**src/scc_pkg.sv**
```systemverilog
// Package for the snoopy coherence controller: line states, snoop kinds,
// controller states, command/status structs and register indexes.
// No dependencies.
`default_nettype none

package scc_pkg;

    // Coherence state of one line
    typedef enum logic [2:0] {
        ST_I = 3'd0,
        ST_S = 3'd1,
        ST_E = 3'd2,
        ST_M = 3'd3,
        ST_O = 3'd4
    } lstate_t;

    // Bus request seen by the other caches
    typedef enum logic [1:0] {
        SNP_NONE,
        SNP_RD,
        SNP_RDX,
        SNP_UPGR
    } snoop_t;

    // Controller states
    typedef enum logic [2:0] {
        C_CLEAR,
        C_IDLE,
        C_LOOK,
        C_LOOK_WAIT,
        C_COMMIT,
        C_SNOOP,
        C_SNOOP_WAIT,
        C_FINISH
    } ctrl_state_t;

    // Configuration register indexes
    localparam logic [2:0] CFG_PROTOCOL = 3'd0;
    localparam logic [2:0] CFG_READ_HIT = 3'd1;
    localparam logic [2:0] CFG_WRITE_HIT = 3'd2;
    localparam logic [2:0] CFG_MEMORY = 3'd3;
    localparam logic [2:0] CFG_TRANSFER = 3'd4;

    localparam logic MODE_MESI = 1'b0;

    // Controller to datapath
    typedef struct packed {
        logic clr;     // write invalid at scan address, step
        logic load;    // latch the item, set up requester scan
        logic look;    // read requester line, step
        logic commit;  // update requester line, set up snoop scan
        logic snoop;   // read any line for snooping, step
        logic finish;  // charge latency, present result
    } scc_cmd_t;

    // Datapath to controller
    typedef struct packed {
        logic line_last;
        logic proc_last;
        logic req_ok;
    } scc_status_t;

    // Saturating two-bit event count
    function automatic logic [1:0] sat_inc(input logic [1:0] c, input logic en);
        logic [1:0] r;
        r = c;
        if (en && c != 2'd3)
            r = c + 2'd1;
        return r;
    endfunction

endpackage

`default_nettype wire

```
**src/scc_ctrl.sv**
```systemverilog
// Sequencer of the snoopy coherence controller: clearing pass, requester
// lookup, line update, snoop sweep and result. Depends on scc_pkg.
`default_nettype none

module scc_ctrl
    import scc_pkg::*;
(
    input  wire logic        clk,
    input  wire logic        rst_n,
    input  wire logic        start,
    input  wire scc_status_t status,
    output scc_cmd_t         cmd,
    output logic             busy
);

    ctrl_state_t state_reg;
    ctrl_state_t state_next;

    // State register
    always_ff @(posedge clk or negedge rst_n)
    begin
        if (!rst_n)
            state_reg <= C_CLEAR;
        else
            state_reg <= state_next;
    end

    // Next state and commands
    always_comb
    begin
        state_next = state_reg;
        cmd = '0;
        case (state_reg)
            C_CLEAR:
            begin
                cmd.clr = 1'b1;
                if (status.line_last && status.proc_last)
                    state_next = C_IDLE;
            end
            C_IDLE:
            begin
                if (start && status.req_ok)
                begin
                    cmd.load = 1'b1;
                    state_next = C_LOOK;
                end
            end
            C_LOOK:
            begin
                cmd.look = 1'b1;
                if (status.line_last)
                    state_next = C_LOOK_WAIT;
            end
            C_LOOK_WAIT:  state_next = C_COMMIT;
            C_COMMIT:
            begin
                cmd.commit = 1'b1;
                state_next = C_SNOOP;
            end
            C_SNOOP:
            begin
                cmd.snoop = 1'b1;
                if (status.line_last && status.proc_last)
                    state_next = C_SNOOP_WAIT;
            end
            C_SNOOP_WAIT: state_next = C_FINISH;
            C_FINISH:
            begin
                cmd.finish = 1'b1;
                state_next = C_IDLE;
            end
            default:      state_next = C_IDLE;
        endcase
    end

    assign busy = (state_reg != C_IDLE);

endmodule

`default_nettype wire

```
**config.mk**
```make
export PLATFORM = sky130hd
export DESIGN_NAME = scc_ctrl
export DESIGN_NICKNAME = d
export VERILOG_FILES = /design/src/scc_pkg.sv /design/src/scc_ctrl.sv
export SDC_FILE = /design/constraint.sdc
export NUM_CORES = 1
export LEC_CHECK = 0
export ABC_AREA = 1
export BUFFER_PORTS_ARGS = -buffer_cell sky130_fd_sc_hd__buf_4
export CORE_AREA = 3 3 40 42
export DETAILED_ROUTE_END_ITERATION = 8
export DIE_AREA = 0 0 43 45
export HOLD_SLACK_MARGIN = 0.1
export RECOVER_POWER = 25
export SLEW_MARGIN = 20
export SYNTH_ARGS = -nofsm -noshare
export SYNTH_HDL_FRONTEND = slang
export SYNTH_SLANG_ARGS = --single-unit
```
**constraint.sdc**
```tcl
create_clock -name clk -period 0.9 [get_ports clk]
set_input_delay 0.045 -clock clk [delete_from_list [all_inputs] [get_ports clk]]
set_output_delay 0.045 -clock clk [all_outputs]
set_load 0.05 [all_outputs]
```
==> results of run 1 <==
## metrics by stage
step	cells	instance area, µm²	setup slack (ns)
floorplan	38	278	-0.355
global placement	73	443	-0.173
detailed placement	73	443	-0.217
CTS	80	553	-0.352
global route	81	614	-0.408
finish	81	614	-0.340
## worst max-delay path, stage by stage, from the launching register on
cell and delay (ns):
dfrtp_2 0.43, inv_2 0.10, nand2_4 0.06, nor2_4 0.09, inv_2 0.05, nor2_4 0.08, buf_6 0.16
## cell type report
class / instances / area, µm² / area share
Tap cell: 15 / 18.8 / 0.0305
Multi-Input combinational cell: 26 / 214 / 0.348
Clock buffer: 4 / 26.3 / 0.0428
Sequential cell: 3 / 78.8 / 0.128
Inverter: 8 / 37.5 / 0.0611
Timing Repair Buffer: 25 / 239 / 0.389
## final timing paths
check	end	cells past startpoint	startpoint
worst min register to register	state_reg[0]	2	state_reg[0]
worst min-delay path	state_reg[1]	4	status[2]
max in group asynchronous	state_reg[0]	2	rst_n
worst max-delay path	cmd[4]	6	state_reg[1]
worst max register to register	state_reg[1]	7	state_reg[0]
min in group asynchronous	state_reg[2]	2	rst_n
## kinds of logic (layout without fill, tap and decap cells)
kind of cell,after synthesis,count (layout),share of synthesized area
simple gates,24,24,0.467
buf+inv,9,37,0.169
flops,3,3,0.308
compound gates,1,1,0.0205
xor+xnor,1,1,0.0359
## cells in the final DEF, fill, tap and decap left out, drive strengths merged
master and n:
buf 23, nand2 14, inv 6, nor2 5, clkbuf 5, dfrtp 3, nand3 2, clkinvlp 2
nand4 2, nor3 1, o21ai 1, xor2 1, dlygate4sd3 1
## power by group through the flow
stage / sequential, µW / combinational (µW) / clock, µW
floorplan: 294 / 1040 / 0
global placement: 312 / 1520 / 0
detailed placement: 316 / 1540 / 0
CTS: 335 / 1850 / 245
global route: 395 / 2230 / 261
finish: 373 / 2070 / 230
## timing repair
action                                 4_1_cts  5_1_grt
hold buffers                                 1        0
endpoints found under the hold margin        3        0
setup buffers                                2        1
setup endpoints to repair                   10       10
pin swaps                                    9        6
gates resized for setup                     17       14
## per-layer routing
layer  vias to the layer above  track usage
li1                        172            -
met1                       152        0.107
met2                         7        0.147
met3                         0       0.0359
met4                         0       0.0361
met5                         -            0
==> run_results.csv, run 1 <==
group,metric,value,unit
outcome,status,"finished with violations",
outcome,violations,"setup timing",
power,irDropWorstVdd,1.98,mV
clock_network,cts_buffers,3,
global_routing,grt_start_max_net_pins,8,
synthesis,synth_area_leaders,"dfrtp_1 (31%), nand2_1 (17%), inv_1 (7.7%), nand2_2 (7.7%), nor2_1 (6.2%)",
clock_network,cts_buffer_depth,2,
route,ant_nets,0,
route,route.met3.wl,25,µm
synthesis,synth.top_cell.area_share,0.308,
finish,drive_above_1_share,0.788,
synthesis,syn_area,244,µm²
route,top_layer,"met3",
floorplanning,ioPinCount,13,
finish,syn_to_final_growth,152,%
synthesis,synth-edff-count,0,
floorplanning,die_x,43,µm
sta,setup_ws,-0.340,ns
global_routing,antenna_found_initial,0,
sta,rsz0062_at_grt,"true",
route,dr_wl_met2,397,µm
sta,period_share,1.38,
power,comb_power_share,0.775,
route,wl_per_cell,8.85,µm
finish,diodes,0,
power,p_total,2680,µW
clock_network,clkLatencyLatePin,0.23,ns
placed_design,globalplace.congestion,0.768,
placed_design,dp_hpwl,498,µm
critical_path,path_max_fanout,4,
synthesis,synth_cell_types,14,
route,vias,331,
clock_network,htree_levels,1,
route,first_iter_violations,3,
synthesis,synthArstFlopShare,1.00,
route,via_per_inst,4.09,
sta,finClkSkew,0.00341,ns
synthesis,yosysTopAreaCell,"dfrtp_1",
sta,hold_viol_final,0,
floorplanning,die_area,1940,µm²
sta,fmax,806,MHz
critical_path,endpoint_kind,"output pin",
sta,maxSlewHeadroom,0.878,
route,drt_first_pass_iters,4,
sta,maxSlewViolCount,0,
route,met1_length,294,µm
finish,largest_register_ffs,3,
finish,final_core_util,0.478,
critical_path,cp.required,0.85,ns
clock_network,clkSinkCount,3,
power,power_density,4360,nW/µm²
synthesis,syn-num-nets,44,
sta,worst_hold_slack,0.129,ns
synthesis,netlist_top_cells_count,"nand2_1 (11), inv_1 (5), nor2_1 (4)",
floorplanning,initial_core_util,0.190,
power,leakagePower,0.000300,µW
hold_path,hold_path.class,"in2reg",
job,drv_cap,0,
sta,min_period,1.24,ns
critical_path,ff2ff_setup_slack,-0.24,ns
critical_path,crit_type,"reg2out",
power,switchingPower,1340,µW
clock_network,cts_tree,"built",
critical_path,setup.worst_path.start_class,"register",
synthesis,yosysWarnings,0,
floorplanning,fp-row-count,13,
finish,nFillCells,131,
synthesis,avgSynthCellArea,6.42,µm²
floorplanning,die_y,45,µm
synthesis,yosysMostFrequentCell,"nand2_1",
power,swShare,0.500,
synthesis,yosysSeqAreaShare,0.308,
route,drc,0,
synthesis,ys_ff_latch,3,
clock_network,path_clk_slew,0.03,ns
power,seqPwrFrac,0.139,
power,p_clk_frac,0.086,
global_routing,grt_pass1_wl,1310,µm
route,totalWireLength,717,µm
global_routing,grt_pass1_vias,309,
global_routing,grt_use_total,0.0901,
critical_path,arrival,1.20,ns
finish,nets,73,
sta,tns,-2.66,ns
synthesis,synth_cells,38,
clock_network,root_buffer,"clkbuf_4",
placed_design,port_buffers,12,
power,p_int,1340,µW
synthesis,synth_ff_type,"dfrtp_1",
sta,worst_slew_pin_slew,0.184,ns
sta,finalSetupViolations,10,
floorplanning,core-area,1280,µm²
global_routing,overflow,0,
Note: power is estimated with default switching activity, not from simulation.
==> run 2, diff against run 1 <==
==> constraint.sdc (replaced) <==
create_clock -name clk -period 1.4 [get_ports clk]
set_input_delay 0.07 -clock clk [delete_from_list [all_inputs] [get_ports clk]]
set_output_delay 0.07 -clock clk [all_outputs]
set_load 0.05 [all_outputs]
==> run 2 against run 1 <==
The flow now finishes without violations; power down 57%; die area unchanged; setup slack better by 0.45 ns; wire length down 24%; combinational power down 63%; critical path type unchanged; critical endpoint unchanged; largest power group unchanged.
==> run_results.csv, run 2 (synthesis results as in run 1) <==
group,metric,value,unit
placed_design,placed_area,354,µm²
global_routing,overflow,0,
floorplanning,ioPinCount,13,
global_routing,antenna_found_initial,0,
power,power_density,2800,nW/µm²
floorplanning,die_x,43,µm
finish,drive_above_1_share,0.518,
clock_network,cts_buffer_depth,2,
placed_design,dp_hpwl,422,µm
placed_design,port_buffers,12,
critical_path,crit_type,"reg2out",
finish,layout_common_cells,"buf_4 (12), nand2_1 (11), inv_1 (5)",
global_routing,grt_util_met2,0.0599,
clock_network,cts_buffers,3,
placed_design,globalplace.congestion,0.668,
critical_path,endpoint_kind,"output pin",
sta,period_share,0.920,
global_routing,grt.busiest_layer,"met1",
floorplanning,initial_core_util,0.190,
global_routing,grt_pass1_wl,690,µm
clock_network,path_clk_slew,0.04,ns
floorplanning,die_y,45,µm
floorplanning,fp-row-count,13,
critical_path,setup.worst_path.start_class,"register",
sta,maxSlewHeadroom,0.827,
finish,instances_no_fill,71,
route,vias,278,
placed_design,dp.cells,64,
finish,design_area,410,µm²
job,drv_cap,0,
outcome,status,"complete, no violations",
route,totalWireLength,544,µm
sta,setup_ws,0.112,ns
finish,largest_register_ffs,3,
route,via_per_inst,3.92,
clock_network,clkSinkCount,3,
sta,maxSlewViolCount,0,
critical_path,ff2ff_setup_slack,0.32,ns
route,drt_first_pass_iters,4,
sta,min_period,1.29,ns
floorplanning,core-area,1280,µm²
route,ant_nets,0,
global_routing,grt_util_met3,0.0319,
clock_network,cts_tree,"built",
clock_network,root_buffer,"clkbuf_4",
power,leakagePower,0.000232,µW
finish,layout_commonest_cell,"buf_4",
sta,finClkSkew,0.00374,ns
global_routing,grt_use_total,0.0518,
route,wl_per_cell,7.66,µm
finish,diodes,0,
finish,nets,63,
power,irDropWorstVdd,1.13,mV
sta,finalSetupViolations,0,
critical_path,cp.required,1.33,ns
placed_design,place_ws,0.273,ns
floorplanning,die_area,1940,µm²
sta,hold_viol_final,0,
finish,syn_to_final_growth,68.2,%
sta,rsz0062_at_grt,"false",
clock_network,clkLatencyLatePin,0.23,ns
critical_path,arrival,1.22,ns
critical_path,path_max_fanout,4,
global_routing,grt_start_max_net_pins,9,
route,drc,0,
sta,fmax,776,MHz
route,first_iter_violations,4,
sta,worst_hold_slack,0.137,ns
global_routing,met1_usage,0.0607,
hold_path,hold_path.class,"in2reg",
global_routing,grt_pass1_vias,189,
sta,worst_slew_pin_slew,0.260,ns
clock_network,htree_levels,1,
[run 2: cell count changes in the layout (fill, tap and decap cells not counted), moves of 2 or more]
cell	delta
buf_6	-9
buf_8	-2
clkinvlp_4	-2
inv_1	+3
nand2_1	+5
nand2_4	-4
nor2_1	+2
nor2_4	-3
[run 2: critical path: stages (launching register included)]
cell and delay, ns:
dfrtp_2 0.42, inv_2 0.06, nand2_1 0.06, nor2_2 0.11, inv_1 0.07, nor2_2 0.09, buf_6 0.16
[run 2: per-stage QoR]
stage | utilization | TNS (ns) | power, µW
6_report | 0.319 | 0 | 1150
5_1_grt | 0.319 | 0 | 1220
4_1_cts | 0.304 | 0 | 1110
3_5_place_dp | 0.276 | 0 | 945
3_3_place_gp | 0.276 | 0 | 945
2_1_floorplan | - | -0.0417 | 799
[run 2: what timing repair did]
item / 4_1_cts / 5_1_grt
resized for setup: 0 / 4
endpoints found under the hold margin: 3 / 0
setup buffers: 0 / 2
setup endpoints to repair: 0 / 1
hold buffers: 1 / 0
[run 2: layout make-up]
class	instances	area (µm²)
clock buffer	4	26.3
fill	143	875
inverter	8	30.0
multi-input combinational	26	143
sequential	3	77.6
tap	15	18.8
timing repair buffer	15	115
[run 2: power by group]
group	internal [µW]	switching [µW]	leakage, µW
clock network	107	47.4	0.0000150
logic	263	513	0.000183
registers	139	80.7	0.0000339
total	509	641	0.000232
[run 2: final timing paths]
path	startpoint	endpoint	cells past startpoint
min in group asynchronous	rst_n	state_reg[1]	2
worst min-delay path	status[2]	state_reg[1]	4
max in group asynchronous	rst_n	state_reg[0]	2
worst min register to register	state_reg[0]	state_reg[0]	2
worst max register to register	state_reg[2]	state_reg[0]	7
worst max-delay path	state_reg[1]	cmd[4]	6
[run 2: per-layer routing]
metal / share of wire / up-vias / routed length, µm
li1: - / 151 / -
met1: 0.42 / 114 / 230
met3: 0.13 / 0 / 73
met5: 0 / - / 0
met2: 0.44 / 13 / 241
met4: 0 / 0 / 0
